$ cat config.mk
export PLATFORM = sky130hd
export DESIGN_NAME = i2c_display_byte_writer_unit
export DESIGN_NICKNAME = d
export VERILOG_FILES = /design/src/rtl/core/idbw_pkg.sv /design/src/rtl/core/idbw_front.sv /design/src/rtl/core/idbw_engine.sv /design/src/rtl/core/i2c_display_byte_writer_unit.sv
export SDC_FILE = /design/constraint.sdc
export NUM_CORES = 1
export LEC_CHECK = 0
export BUFFER_PORTS_ARGS = -buffer_cell sky130_fd_sc_hd__buf_2
export CORE_ASPECT_RATIO = 0.75
export CORE_MARGIN = 3
export CORE_UTILIZATION = 55
export CTS_BUF_LIST = sky130_fd_sc_hd__clkbuf_8
export DETAILED_ROUTE_END_ITERATION = 12
export GPL_TIMING_DRIVEN = 0
export PLACE_DENSITY_LB_ADDON = 0.25
export SYNTH_ARGS = -nofsm -noshare
export SYNTH_HDL_FRONTEND = slang
export SYNTH_SLANG_ARGS = --single-unit
$ cat constraint.sdc
create_clock -name clock -period 2.5 [get_ports clock]
set_input_delay 0.5 -clock clock [delete_from_list [all_inputs] [get_ports clock]]
set_output_delay 0.5 -clock clock [all_outputs]
set_load 0.03 [all_outputs]
$ cat src/rtl/core/idbw_pkg.sv
// Shared types and constants for the I2C display byte writer.
package idbw_pkg;

   // Item kinds on the request channel
   typedef enum logic {
      OP_LOAD = 1'b0,
      OP_TICK = 1'b1
   } op_type;

   // Classified item as it sits in the front queue
   typedef struct packed {
      op_type     op;
      logic [7:0] payload;
      logic       is_data;
   } item_type;

   // Queue head handed from front to engine
   typedef struct packed {
      logic     valid;
      item_type item;
   } head_type;

   // Result beat
   typedef struct packed {
      logic clock_line;
      logic data_line;
      logic busy_res;
      logic last_step;
      logic rejected;
   } rsp_type;

   // Transaction segments
   typedef enum logic [1:0] {
      SEG_START = 2'd0,
      SEG_BYTE  = 2'd1,
      SEG_STOP  = 2'd2
   } seg_type;

   // Bit-cell phases inside a byte
   typedef enum logic [1:0] {
      PH_DATA  = 2'd0,
      PH_HIGH  = 2'd1,
      PH_LOW   = 2'd2
   } phase_type;

   // Byte slots
   typedef enum logic [1:0] {
      BYTE_ADDR    = 2'd0,
      BYTE_CONTROL = 2'd1,
      BYTE_PAYLOAD = 2'd2
   } slot_type;

   localparam int QUEUE_DEPTH = 2;
   localparam int QUEUE_AW    = $clog2(QUEUE_DEPTH);

   localparam logic [7:0] ADDR_RESET   = 8'd120;
   localparam logic [7:0] CTRL_COMMAND = 8'h00;
   localparam logic [7:0] CTRL_DATA    = 8'h40;

   // Sub-step codes
   localparam logic [4:0] START_SCL_HIGH = 5'd0;
   localparam logic [4:0] START_SDA_HIGH = 5'd1;
   localparam logic [4:0] START_SDA_LOW  = 5'd2;
   localparam logic [4:0] START_SCL_LOW  = 5'd3;
   localparam logic [4:0] BYTE_LEAD_LOW  = 5'd0;
   localparam logic [4:0] BYTE_BITS_END  = 5'd24;
   localparam logic [4:0] BYTE_ACK_HIGH  = 5'd25;
   localparam logic [4:0] BYTE_ACK_LOW   = 5'd26;
   localparam logic [4:0] STOP_SCL_HIGH  = 5'd0;
   localparam logic [4:0] STOP_SDA_LOW   = 5'd1;
   localparam logic [4:0] STOP_SDA_HIGH  = 5'd2;

endpackage

$ cat src/rtl/core/idbw_front.sv
// Front end: accepts request beats, classifies them and queues them.
module idbw_front (
   input  logic              clock,
   input  logic              reset,
   input  logic              req_valid,
   output logic              req_ready,
   input  logic              req_operation,
   input  logic [7:0]        req_payload,
   input  logic              req_is_data,
   output idbw_pkg::head_type head,
   input  logic              head_pop
);

   idbw_pkg::item_type                    queue_ff [idbw_pkg::QUEUE_DEPTH];
   logic [idbw_pkg::QUEUE_AW-1:0]         wr_ptr_ff, wr_ptr_in;
   logic [idbw_pkg::QUEUE_AW-1:0]         rd_ptr_ff, rd_ptr_in;
   logic [idbw_pkg::QUEUE_AW:0]           count_ff, count_in;
   idbw_pkg::item_type                    item_new;
   logic                                  push;
   logic                                  pop;

   // classify the incoming beat
   always_comb begin
      item_new.op      = idbw_pkg::op_type'(req_operation);
      item_new.payload = req_payload;
      item_new.is_data = req_is_data;
   end

   assign req_ready = (count_ff != (idbw_pkg::QUEUE_AW+1)'(idbw_pkg::QUEUE_DEPTH));
   assign push      = req_valid && req_ready;
   assign pop       = head_pop && (count_ff != '0);

   assign head.valid = (count_ff != '0);
   assign head.item  = queue_ff[rd_ptr_ff];

   // pointer and count update
   always_comb begin
      wr_ptr_in = wr_ptr_ff;
      rd_ptr_in = rd_ptr_ff;
      count_in  = count_ff;
      if (push) begin
         wr_ptr_in = wr_ptr_ff + 1'b1;
      end
      if (pop) begin
         rd_ptr_in = rd_ptr_ff + 1'b1;
      end
      if (push && !pop) begin
         count_in = count_ff + 1'b1;
      end else if (pop && !push) begin
         count_in = count_ff - 1'b1;
      end
   end

   always_ff @(posedge clock) begin
      if (reset) begin
         wr_ptr_ff <= '0;
         rd_ptr_ff <= '0;
         count_ff  <= '0;
      end else begin
         wr_ptr_ff <= wr_ptr_in;
         rd_ptr_ff <= rd_ptr_in;
         count_ff  <= count_in;
      end
   end

   // queue storage, no reset
   always_ff @(posedge clock) begin
      if (push) begin
         queue_ff[wr_ptr_ff] <= item_new;
      end
   end

endmodule

$ cat src/rtl/core/idbw_engine.sv
// Back end: pin-step sequencer, address register and result register.
module idbw_engine (
   input  logic               clock,
   input  logic               reset,
   input  logic               csr_write_enable,
   input  logic [7:0]         csr_write_data,
   input  idbw_pkg::head_type head,
   output logic               head_pop,
   output logic               rsp_valid,
   input  logic               rsp_ready,
   output idbw_pkg::rsp_type  rsp
);

   logic [7:0]          addr_ff;
   logic                busy_ff, busy_in;
   logic [7:0]          held_payload_ff, held_payload_in;
   logic                held_kind_ff, held_kind_in;
   logic                clock_level_ff, clock_level_in;
   logic                data_level_ff, data_level_in;
   idbw_pkg::seg_type   seg_ff, seg_in;
   logic [4:0]          sub_ff, sub_in;
   idbw_pkg::slot_type  slot_ff, slot_in;
   logic [2:0]          bit_ff, bit_in;
   idbw_pkg::phase_type phase_ff, phase_in;
   logic                last_in;
   logic                rejected_in;
   logic [7:0]          cur_byte;
   logic                rsp_valid_ff, rsp_valid_in;
   idbw_pkg::rsp_type   rsp_ff;
   idbw_pkg::rsp_type   rsp_in;

   // address register
   always_ff @(posedge clock) begin
      if (reset) begin
         addr_ff <= idbw_pkg::ADDR_RESET;
      end else if (csr_write_enable) begin
         addr_ff <= csr_write_data;
      end
   end

   // take a beat when the result register is free or draining
   assign head_pop = head.valid && (!rsp_valid_ff || rsp_ready);

   // byte currently on the wire
   always_comb begin
      case (slot_ff)
         idbw_pkg::BYTE_ADDR:    cur_byte = addr_ff;
         idbw_pkg::BYTE_CONTROL: cur_byte = held_kind_ff ? idbw_pkg::CTRL_DATA
                                                         : idbw_pkg::CTRL_COMMAND;
         default:                cur_byte = held_payload_ff;
      endcase
   end

   // sequencer next state
   always_comb begin
      busy_in         = busy_ff;
      held_payload_in = held_payload_ff;
      held_kind_in    = held_kind_ff;
      clock_level_in  = clock_level_ff;
      data_level_in   = data_level_ff;
      seg_in          = seg_ff;
      sub_in          = sub_ff;
      slot_in         = slot_ff;
      bit_in          = bit_ff;
      phase_in        = phase_ff;
      last_in         = 1'b0;
      rejected_in     = 1'b0;

      if (head_pop) begin
         if (head.item.op == idbw_pkg::OP_LOAD) begin
            if (busy_ff) begin
               rejected_in = 1'b1;
            end else begin
               held_payload_in = head.item.payload;
               held_kind_in    = head.item.is_data;
               busy_in         = 1'b1;
               seg_in          = idbw_pkg::SEG_START;
               sub_in          = idbw_pkg::START_SCL_HIGH;
               slot_in         = idbw_pkg::BYTE_ADDR;
            end
         end else if (busy_ff) begin
            unique case (seg_ff)
               idbw_pkg::SEG_START: begin
                  case (sub_ff)
                     idbw_pkg::START_SCL_HIGH: clock_level_in = 1'b1;
                     idbw_pkg::START_SDA_HIGH: data_level_in  = 1'b1;
                     idbw_pkg::START_SDA_LOW:  data_level_in  = 1'b0;
                     default:                  clock_level_in = 1'b0;
                  endcase
                  if (sub_ff == idbw_pkg::START_SCL_LOW) begin
                     seg_in  = idbw_pkg::SEG_BYTE;
                     sub_in  = idbw_pkg::BYTE_LEAD_LOW;
                     slot_in = idbw_pkg::BYTE_ADDR;
                  end else begin
                     sub_in = sub_ff + 5'd1;
                  end
               end
               idbw_pkg::SEG_BYTE: begin
                  sub_in = sub_ff + 5'd1;
                  if (sub_ff == idbw_pkg::BYTE_LEAD_LOW) begin
                     clock_level_in = 1'b0;
                     bit_in         = '0;
                     phase_in       = idbw_pkg::PH_DATA;
                  end else if (sub_ff <= idbw_pkg::BYTE_BITS_END) begin
                     unique case (phase_ff)
                        idbw_pkg::PH_DATA: begin
                           // MSB first: bit 7 - k
                           data_level_in = cur_byte[~bit_ff];
                           phase_in      = idbw_pkg::PH_HIGH;
                        end
                        idbw_pkg::PH_HIGH: begin
                           clock_level_in = 1'b1;
                           phase_in       = idbw_pkg::PH_LOW;
                        end
                        default: begin
                           clock_level_in = 1'b0;
                           phase_in       = idbw_pkg::PH_DATA;
                           bit_in         = bit_ff + 3'd1;
                        end
                     endcase
                  end else if (sub_ff == idbw_pkg::BYTE_ACK_HIGH) begin
                     clock_level_in = 1'b1;
                  end else begin
                     // ack clock low closes the byte
                     clock_level_in = 1'b0;
                     sub_in         = idbw_pkg::BYTE_LEAD_LOW;
                     if (slot_ff == idbw_pkg::BYTE_PAYLOAD) begin
                        seg_in = idbw_pkg::SEG_STOP;
                        sub_in = idbw_pkg::STOP_SCL_HIGH;
                     end else begin
                        slot_in = idbw_pkg::slot_type'(slot_ff + 2'd1);
                     end
                  end
               end
               default: begin
                  sub_in = sub_ff + 5'd1;
                  case (sub_ff)
                     idbw_pkg::STOP_SCL_HIGH: clock_level_in = 1'b1;
                     idbw_pkg::STOP_SDA_LOW:  data_level_in  = 1'b0;
                     default: begin
                        data_level_in = 1'b1;
                        busy_in       = 1'b0;
                        last_in       = 1'b1;
                        seg_in        = idbw_pkg::SEG_START;
                        sub_in        = idbw_pkg::START_SCL_HIGH;
                     end
                  endcase
               end
            endcase
         end
      end
   end

   // result register
   always_comb begin
      rsp_in.clock_line = clock_level_in;
      rsp_in.data_line  = data_level_in;
      rsp_in.busy_res   = busy_in;
      rsp_in.last_step  = last_in;
      rsp_in.rejected   = rejected_in;
      rsp_valid_in      = rsp_valid_ff;
      if (head_pop) begin
         rsp_valid_in = 1'b1;
      end else if (rsp_ready) begin
         rsp_valid_in = 1'b0;
      end
   end

   always_ff @(posedge clock) begin
      if (reset) begin
         busy_ff         <= 1'b0;
         held_payload_ff <= '0;
         held_kind_ff    <= 1'b0;
         clock_level_ff  <= 1'b1;
         data_level_ff   <= 1'b1;
         seg_ff          <= idbw_pkg::SEG_START;
         sub_ff          <= '0;
         slot_ff         <= idbw_pkg::BYTE_ADDR;
         bit_ff          <= '0;
         phase_ff        <= idbw_pkg::PH_DATA;
         rsp_valid_ff    <= 1'b0;
      end else begin
         busy_ff         <= busy_in;
         held_payload_ff <= held_payload_in;
         held_kind_ff    <= held_kind_in;
         clock_level_ff  <= clock_level_in;
         data_level_ff   <= data_level_in;
         seg_ff          <= seg_in;
         sub_ff          <= sub_in;
         slot_ff         <= slot_in;
         bit_ff          <= bit_in;
         phase_ff        <= phase_in;
         rsp_valid_ff    <= rsp_valid_in;
      end
   end

   // result payload, no reset
   always_ff @(posedge clock) begin
      if (head_pop) begin
         rsp_ff <= rsp_in;
      end
   end

   assign rsp_valid = rsp_valid_ff;
   assign rsp       = rsp_ff;

endmodule

$ cat src/rtl/core/i2c_display_byte_writer_unit.sv
// Top level of the write-only I2C display byte writer.
//
// Request channel (req_*): each beat is a load (operation 0) or a tick
// (operation 1). A load taken while idle latches payload and is_data and
// starts an 88-step transaction; a load while busy is answered with
// rsp_rejected. Each tick while busy drives one pin step: start, address byte,
// control byte (0x00 command, 0x40 data), payload byte, stop.
// Response channel (rsp_*): exactly one beat per request beat, in order,
// carrying the SCL/SDA levels after the step, busy, last step and reject.
// csr_write_enable/csr_write_data set the address byte (reset 120); write
// it only while no beats are in flight.
// An accepted beat passes through the queue and then the result register
// before its response appears on rsp.
// Throughput: one beat per cycle while the receiver takes responses, set by the single-step sequencer.
// A two-entry queue sits between front end and sequencer; when the
// receiver stalls, the result register holds and the queue fills, then
// req_ready drops. Reset empties both and releases SCL and SDA high.
module i2c_display_byte_writer_unit (
   input  logic       clock,
   input  logic       reset,
   input  logic       csr_write_enable,
   input  logic [7:0] csr_write_data,
   input  logic       req_valid,
   output logic       req_ready,
   input  logic       req_operation,
   input  logic [7:0] req_payload,
   input  logic       req_is_data,
   output logic       rsp_valid,
   input  logic       rsp_ready,
   output logic       rsp_clock_line,
   output logic       rsp_data_line,
   output logic       rsp_busy_res,
   output logic       rsp_last_step,
   output logic       rsp_rejected
);

   idbw_pkg::head_type head;
   logic               head_pop;
   idbw_pkg::rsp_type  rsp;

   idbw_front u_front (
      .clock         (clock),
      .reset         (reset),
      .req_valid     (req_valid),
      .req_ready     (req_ready),
      .req_operation (req_operation),
      .req_payload   (req_payload),
      .req_is_data   (req_is_data),
      .head          (head),
      .head_pop      (head_pop)
   );

   idbw_engine u_engine (
      .clock            (clock),
      .reset            (reset),
      .csr_write_enable (csr_write_enable),
      .csr_write_data   (csr_write_data),
      .head             (head),
      .head_pop         (head_pop),
      .rsp_valid        (rsp_valid),
      .rsp_ready        (rsp_ready),
      .rsp              (rsp)
   );

   assign rsp_clock_line = rsp.clock_line;
   assign rsp_data_line  = rsp.data_line;
   assign rsp_busy_res   = rsp.busy_res;
   assign rsp_last_step  = rsp.last_step;
   assign rsp_rejected   = rsp.rejected;

   // final stop step leaves the bus idle with both lines high
   a_last_releases_bus: assert property (@(posedge clock) disable iff (reset)
      rsp_valid && rsp_last_step |->
         !rsp_busy_res && rsp_clock_line && rsp_data_line)
      else $error("last step without idle bus");

   // a rejected load only happens during a transaction
   a_reject_while_busy: assert property (@(posedge clock) disable iff (reset)
      rsp_valid && rsp_rejected |-> rsp_busy_res && !rsp_last_step)
      else $error("reject outside a transaction");

   // nothing leaves the block right after reset
   a_empty_after_reset: assert property (@(posedge clock) disable iff (reset)
      $past(reset) |-> !rsp_valid)
      else $error("response beat right after reset");

   // the engine only pops when the queue has a beat
   a_pop_needs_head: assert property (@(posedge clock) disable iff (reset)
      head_pop |-> head.valid)
      else $error("pop from empty queue");

endmodule
==> results of run 1 <==
## area by class of cell
class                   instances  area [um^2]  area share [%]
plain buffers                  15        65.06           1.844
clock buffers                   9        123.9           3.511
clock inverters                 7        78.83           2.234
inverters                      12        46.29           1.312
multi-input cells             203         1433           40.60
flip-flops and latches         65         1551           43.97
well taps                      72        90.09           2.553
repair buffers                 28        140.1           3.972
## state kept, by name, indices dropped and copies added, names as in the netlist, 3 cells and up, named ones only
signal and flops:
u_engine.addr_ff 8, u_engine.bit_ff 3, u_engine.held_payload_ff 8, u_engine.rsp 5, u_engine.sub_ff 5, u_front.queue_ff 20
## cell usage in the layout, fill, tap and decap left out, types with 4 or more instances in the layout
master,synthesis,layout
sky130_fd_sc_hd__a211o_1,7,7
sky130_fd_sc_hd__a211oi_1,10,10
sky130_fd_sc_hd__a21oi_1,12,12
sky130_fd_sc_hd__buf_2,1,29
sky130_fd_sc_hd__clkbuf_1,12,12
sky130_fd_sc_hd__clkbuf_8,0,9
sky130_fd_sc_hd__dfxtp_1,40,40
sky130_fd_sc_hd__edfxtp_1,25,25
sky130_fd_sc_hd__ha_1,11,11
sky130_fd_sc_hd__inv_1,11,11
sky130_fd_sc_hd__mux2i_1,14,14
sky130_fd_sc_hd__nand2_1,12,12
sky130_fd_sc_hd__nand2b_1,4,4
sky130_fd_sc_hd__nand3_1,7,7
sky130_fd_sc_hd__nor2_1,31,30
sky130_fd_sc_hd__nor2b_1,12,11
sky130_fd_sc_hd__nor3_1,8,7
sky130_fd_sc_hd__o21ai_0,7,7
sky130_fd_sc_hd__o31ai_1,4,4
sky130_fd_sc_hd__or3_1,4,4
sky130_fd_sc_hd__or3b_2,4,4
sky130_fd_sc_hd__xor2_1,6,6
## cells in the mapped netlist, types with 3 or more instances
library cell	instances
sky130_fd_sc_hd__ha_1	11
sky130_fd_sc_hd__nand2_1	12
sky130_fd_sc_hd__a211oi_1	10
sky130_fd_sc_hd__edfxtp_1	25
sky130_fd_sc_hd__a32oi_1	3
sky130_fd_sc_hd__inv_1	11
sky130_fd_sc_hd__a211o_1	7
sky130_fd_sc_hd__o31ai_1	4
sky130_fd_sc_hd__clkbuf_1	12
sky130_fd_sc_hd__nor2b_1	12
sky130_fd_sc_hd__dfxtp_1	40
sky130_fd_sc_hd__mux2i_1	14
sky130_fd_sc_hd__nor3b_1	3
sky130_fd_sc_hd__nand3_1	7
sky130_fd_sc_hd__a21oi_1	12
sky130_fd_sc_hd__or3b_2	4
sky130_fd_sc_hd__xor2_1	6
sky130_fd_sc_hd__a22oi_1	3
sky130_fd_sc_hd__o21ai_0	7
sky130_fd_sc_hd__or3_1	4
sky130_fd_sc_hd__nor2_1	31
sky130_fd_sc_hd__nor3_1	8
sky130_fd_sc_hd__nand2b_1	4
sky130_fd_sc_hd__and2_1	3
## routing by layer
| metal | up-vias | global-route usage [%] | part of all wire, % |
|---|---|---|---|
| li1 | 1175 | - | - |
| met3 | 20 | 5.526 | 7.7 |
| met1 | 1110 | 30.25 | 48 |
| met5 | - | 0 | 0 |
| met4 | 0 | 8.567 | 2.1 |
| met2 | 104 | 28.56 | 42 |
## logic make-up after synthesis
group | synth area share [%]
buffers and inverters | 3.635
AO/OA/AOI/OAI | 15.93
XOR/XNOR | 2.002
flip-flops | 50.65
adder cells (fa/ha/maj) | 4.493
AND/OR/NAND/NOR | 17.52
multiplexers | 5.760
## path summary, 6_finish.rpt
path	from	slack, ps	depth (start not counted)	endpoint
min	req_payload[6]	340	1	u_front.queue_ff[1][7]
max reg2reg	u_engine.sub_ff[0]	90	6	u_engine.rsp[3]
min reg2reg	u_engine.held_payload_ff[2]	500	2	u_engine.held_payload_ff[2]
max	u_engine.sub_ff[0]	90	6	u_engine.rsp[3]
## metrics by stage
step,total power [uW],hold WS [ps]
2_1_floorplan,2120,451.5
3_3_place_gp,2337,470.6
3_5_place_dp,2370,487.9
4_1_cts,3284,320.0
5_1_grt,3481,322.0
6_report,3291,340.5
## report_power, final
group | leakage (uW) | internal (uW) | switching [uW]
sequential | 0.000557 | 1320 | 113
clock | 0.0000977 | 470 | 432
combinational | 0.000669 | 355 | 600
## repair_timing
action                                  CTS  global route
gates cloned                              0             0
endpoints found under the setup margin    2             8
resized for setup                         1             5
endpoints found under the hold margin     0             0
==> parameters.txt, run 1 <==
Parameter                              Value

Layout
  Inserted Diodes ... 0
  Post-Route Utilization ... 68.92%
  Fillers ... between 400 and 500
  Growth of design area from synthesis to finish ... 15.20%
  Cell area after layout ... 0.003528 mm^2
  Number of nets in the layout ... 368
  Share of post-route cells with drive strength above 1 ... 17.70%
  Count of non-filler cells in the finished layout ... approximately 410

Global routing
  Wire length of the first global-routing pass ... just over 10000 um
  Largest net degree at the start of global routing ... 14
  Antenna violations before repair ... 0
  Vias in the first global route ... 2150
  Grt ovf ... 0
  Overall Global Routing Usage ... 20.54%

STA
  Total count of hold-check failures in the final report ... 0
  Finish-stage setup viols ... 0
  Smallest setup slack after layout ... 91.12 ps
  Maximum operating frequency ... 415.1 MHz
  Period Utilization, post-route ... 96.36%
  Final worst clock skew ... between 8 and 9 ps
  Total negative slack for setup checks ... 0 ps
  Setup repair after global routing missed its margin ... no
  Time the final worst path needs with I/O delays and setup ... about 2400 ps
  Slew at the pin with the worst max-slew slack ... approximately 890 ps
  Rel. slew slack ... 39.54%
  Total count of max-transition violations in the final report ... 0

Logic synthesis
  Post-synth ARST share ... 0%
  Synth area leaders ... sky130_fd_sc_hd__dfxtp_1 (26%), sky130_fd_sc_hd__edfxtp_1 (25%), sky130_fd_sc_hd__mux2i_1 (4.6%)
  Area leader, netlist ... sky130_fd_sc_hd__dfxtp_1
  Count of flip-flops with a built-in enable after synthesis ... 25
  Register bit count reported by yosys ... 65
  Yosys top cell area share ... a little over a quarter
  Prevailing post-synth register cell ... sky130_fd_sc_hd__dfxtp_1
  Number of distinct library cells after synthesis ... 56
  Post-synth design cell area ... just over 0.003 mm^2
  Avg Inst Size Synth ... 10.38 um^2
  Cell count after synthesis ... 295
  Nets in the synthesized netlist ... 329
  YS warnings ... 0
  Seq/Total Area, Yosys ... 50.65%

Die
  Vertical die dimension ... 70.63 um
  Top-level I/O count ... 30
  Die X ... 92.17 um
  Initial Utilization ... 59.82%
  Number of rows created at floorplan ... 22
  Core footprint ... 0.005120 mm^2
  Area of the die ... approximately 0.0065 mm^2

Clocking
  Maximum count of clock buffers along a single path ... 2
  CTS tree ... built
  Clock sink count ... 65
  CTS root buffer ... sky130_fd_sc_hd__clkbuf_8
  Cts hold-fix bufs ... 0
  H-tree Lvls ... 3
  Clock slew at the register clock pins of the worst setup and hold paths ... 80 ps
  Worst skew pair latency ... roughly 350 ps
  TritonCTS Buffers ... 9
  Setup Buffers After CTS ... 0

Power and ir drop
  LEAKAGE ... 0.001324 uW
  Max VDD drop ... 0.6881 mV
  Power per standard cell area ... 932.7 mW/mm^2

Setup path
  Max FO, Critical Path ... 7
  Critical Path Max Stage Delay ... 510 ps
  Worst EP arrival ... 2540 ps
  Critical path required time ... 2630 ps
  CP max-delay cell ... sky130_fd_sc_hd__or4_1
  Startpoint type of the worst setup path ... flop
  Endpoint kind of the worst setup timing path ... flop
  Critical path class ... reg2reg
  Bufs and invs on worst path ... 1
  Top Family by Delay on Critical Path ... simple AND/OR/NAND/NOR gates
  Cells along the critical path ... inv_1 > ha_1 > nor2b_2 > o221ai_1 > or4_1 > o311ai_2

Placed design
  Half-perimeter wire length after detailed placement ... 4723 um
  Worst slack at placement ... -42.30 ps
  PortBufs ... 28
  Final GP Congestion ... between 0.9 and 1
  Placement Cell Area ... 0.003293 mm^2
  Number of cells in the design after placement ... about 400

Detailed routing
  Drt wl/cell ... 15.79 um
  Wire length reported by the detailed router ... about 6500 um
  Drc violations ... 0
  Number of DRC violations after detailed-routing iteration 0 ... 249
  Via/cell ratio ... 5.861
  Detail Route Antenna Nets ... 0
  Detailed-route via count ... 2409
  First-pass detailed-route iteration total ... 6

Hold path
  Hold WC Path Type ... in2reg

Run status
  Outcome ... complete, no violations

Job
  Maximum capacitance violations ... 0
(Power assumes the default switching activity.)
==> inputs of run 2 (changes only) <==
ABC_CLOCK_PERIOD_IN_PS = 2500   (was default)
CORE_ASPECT_RATIO = 1.5   (was 0.75)
==> run 2 against run 1 <==
  * Critical path depth rose by 1
  * Worst setup slack improved by 65 ps
  * Hold slack improved by 3.3 ps
  * Die area rose by 0.13%
  * Via count fell by 1.6%
  * Register-to-register slack improved by 70 ps
  * Utilization fell by 1.6 points
  * Sequential power barely moved
==> parameters.txt, run 2 (same netlist as run 1, synthesis figures left out) <==
Parameter                              Value

Placed design
  Placement Cell Area ... 0.003288 mm^2 (-0.15%)
  Final GP Congestion ... 0.8873 (-4.3%)
  PortBufs ... 28 (unchanged)
  Half-perimeter wire length after detailed placement ... 4485 um (-5.0%)
  Worst slack at placement ... -57.98 ps (-15.69 ps)

STA
  Smallest setup slack after layout ... 156.5 ps (+65.38 ps)
  Slew at the pin with the worst max-slew slack ... 813.2 ps (-81.09 ps)
  Total count of max-transition violations in the final report ... 0 (unchanged)
  Period Utilization, post-route ... 93.74% (-2.6 points)
  Time the final worst path needs with I/O delays and setup ... 2343 ps (-65.38 ps)
  Total count of hold-check failures in the final report ... 0 (unchanged)
  Setup repair after global routing missed its margin ... no
  Finish-stage setup viols ... 0 (unchanged)
  Final worst clock skew ... 6.802 ps (-1.680 ps)
  Maximum operating frequency ... 426.7 MHz (+2.8%)
  Rel. slew slack ... 45.59% (+6.0 points)

Job
  Maximum capacitance violations ... 0 (unchanged)

Setup path
  Cells along the critical path ... buf_6 > mux2i_4 > ha_1 > or3_1 > a31oi_4 > nand2_1 > o31ai_1
  Max FO, Critical Path ... 10 (+3)
  Minimum setup slack among reg-to-reg paths ... 160 ps (+70 ps)
  Critical Path Max Stage Delay ... 490 ps (-20 ps)
  FF-to-FF path depth ... 7 (+1)
  CP max-delay cell ... sky130_fd_sc_hd__or3_1
  Startpoint type of the worst setup path ... flop
  Top Family by Delay on Critical Path ... simple AND/OR/NAND/NOR gates
  Reg-to-reg critical path endpoint ... u_engine.seg_ff[1]
  Worst EP arrival ... 2600 ps (+60 ps)
  Critical path depth in cells ... 7 (+1)
  Critical path class ... reg2reg
  Bufs and invs on worst path ... 1 (unchanged)
  Critical path required time ... 2760 ps (+130 ps)
  Endpoint kind of the worst setup timing path ... flop
  Critical path capture point ... u_engine.seg_ff[1]

Power and ir drop
  Power per standard cell area ... 918.4 mW/mm^2 (-1.5%)
  Total power of the final layout ... 3241 uW (-1.5%)
  Max VDD drop ... 0.5059 mV (-26%)
  LEAKAGE ... 0.001339 uW (+1.1%)

Die
  Initial Utilization ... 58.40% (-1.4 points)
  Core footprint ... 0.005245 mm^2 (+2.4%)
  Area of the die ... 0.006519 mm^2 (+0.13%)
  Number of rows created at floorplan ... 32 (+45%)
  Die X ... 66.93 um (-27%)
  Top-level I/O count ... 30 (unchanged)
  Vertical die dimension ... 97.40 um (+38%)

Layout
  Share of post-route cells with drive strength above 1 ... 17.40% (-0.29 points)
  Register with the most flip-flops ... u_front.queue_ff
  Number of flip-flops under the largest register name ... 20 (unchanged)
  Inserted Diodes ... 0 (unchanged)
  Most common library cell in the layout ignoring fill and taps ... sky130_fd_sc_hd__dfxtp_1
  Growth of design area from synthesis to finish ... 15.20% (unchanged)
  Commonest non-fill, non-tap cells in the layout ... sky130_fd_sc_hd__dfxtp_1 (40), sky130_fd_sc_hd__nor2_1 (30), sky130_fd_sc_hd__buf_2 (29)
  Largest registers ... u_front.queue_ff x20, u_engine.addr_ff x8, u_engine.held_payload_ff x8
  Cell area after layout ... 0.003528 mm^2 (unchanged)
  Number of nets in the layout ... 368 (unchanged)

Clocking
  CTS tree ... built
  Worst skew pair latency ... 340 ps (about the same)
  Clock sink count ... 65 (unchanged)
  Clock slew at the register clock pins of the worst setup and hold paths ... 70 ps (about the same)
  Setup Buffers After CTS ... 0 (unchanged)
  H-tree Lvls ... 3 (unchanged)
  Maximum count of clock buffers along a single path ... 2 (unchanged)
  TritonCTS Buffers ... 9 (unchanged)
  Cts hold-fix bufs ... 0 (unchanged)
  CTS root buffer ... sky130_fd_sc_hd__clkbuf_8

Detailed routing
  Drt wl/cell ... 14.94 um (-5.4%)
  Wire length reported by the detailed router ... 6082 um (-6.3%)
  Drc violations ... 0 (unchanged)
  First-pass detailed-route iteration total ... 4 (-2)
  Detail Route Antenna Nets ... 0 (unchanged)
  Via/cell ratio ... 5.826 (-0.61%)
  Detailed-route via count ... 2371 (-1.6%)
  Number of DRC violations after detailed-routing iteration 0 ... 123 (-51%)

Global routing
  Largest net degree at the start of global routing ... 12 (-2)
  Grt ovf ... 0 (unchanged)
  Overall Global Routing Usage ... 20.57% (+0.030 points)
  Vias in the first global route ... 2312 (+7.5%)
  Wire length of the first global-routing pass ... 10090 um (-2.9%)
  Met3 usage in global routing ... 4.630% (-0.90 points)
  Met1 demand-to-capacity share in global routing ... 20.30% (-10 points)
  Antenna violations before repair ... 0 (unchanged)
  Most heavily used metal layer in global routing ... met2
  M2 GR Usage ... 36.77% (+8.2 points)

Hold path
  Hold WC Path Type ... in2reg

Run status
  Outcome ... complete, no violations
[run 2: timing repair]
action,CTS,global route
gates resized for setup,2,7
pin swaps,0,0
cloned,0,0
endpoints found under the setup margin,4,8
[run 2: worst reg2reg max path: stages, from the launching register on]
cell	delay, ps
sky130_fd_sc_hd__dfxtp_1	340
sky130_fd_sc_hd__buf_6	190
sky130_fd_sc_hd__mux2i_4	370
sky130_fd_sc_hd__ha_1	300
sky130_fd_sc_hd__or3_1	490
sky130_fd_sc_hd__a31oi_4	260
sky130_fd_sc_hd__nand2_1	130
sky130_fd_sc_hd__o31ai_1	190
[run 2: routing by layer]
layer	wire length [um]	share of wire [%]
met1	2277	37
met5	0	0
met3	237	3.9
met4	255	4.2
met2	3311	54
[run 2: area by class of cell]
class,instances,area (um^2)
repair buffers,28,140.1
inverters,12,46.29
fillers,409,1717
multi-input cells,203,1448
clock inverters,6,53.80
flip-flops and latches,65,1551
clock buffers,10,137.6
well taps,68,85.08
plain buffers,15,66.31
[run 2: worst min-delay path by stage]
stage / startpoint / to / slack, ps / cells after the start
global route: req_payload[4] / u_front.queue_ff[1][5] / 330 / 1
floorplan: u_engine.addr_ff[7] / u_engine.addr_ff[7] / 450 / 2
finish: req_payload[4] / u_front.queue_ff[0][5] / 340 / 1
CTS: req_payload[6] / u_front.queue_ff[0][7] / 330 / 1
global placement: u_engine.held_payload_ff[2] / u_engine.held_payload_ff[2] / 490 / 2
detailed placement: u_engine.held_payload_ff[3] / u_engine.held_payload_ff[3] / 490 / 2
[run 2: stage by stage]
stage | std cells | hold slack (ps) | util (%) | setup TNS, ps
floorplan | 295 | 451.5 | - | 0
global placement | 391 | 487.7 | 62.69 | -45.33
detailed placement | 391 | 492.7 | 62.69 | -92.01
CTS | 407 | 328.2 | 66.56 | 0
global route | 407 | 332.1 | 67.27 | 0
finish | 407 | 343.9 | 67.27 | 0
[run 2: where the power goes]
group | switching [uW] | internal (uW)
sequential | 104 | 1320
clock | 382 | 475
combinational | 596 | 363
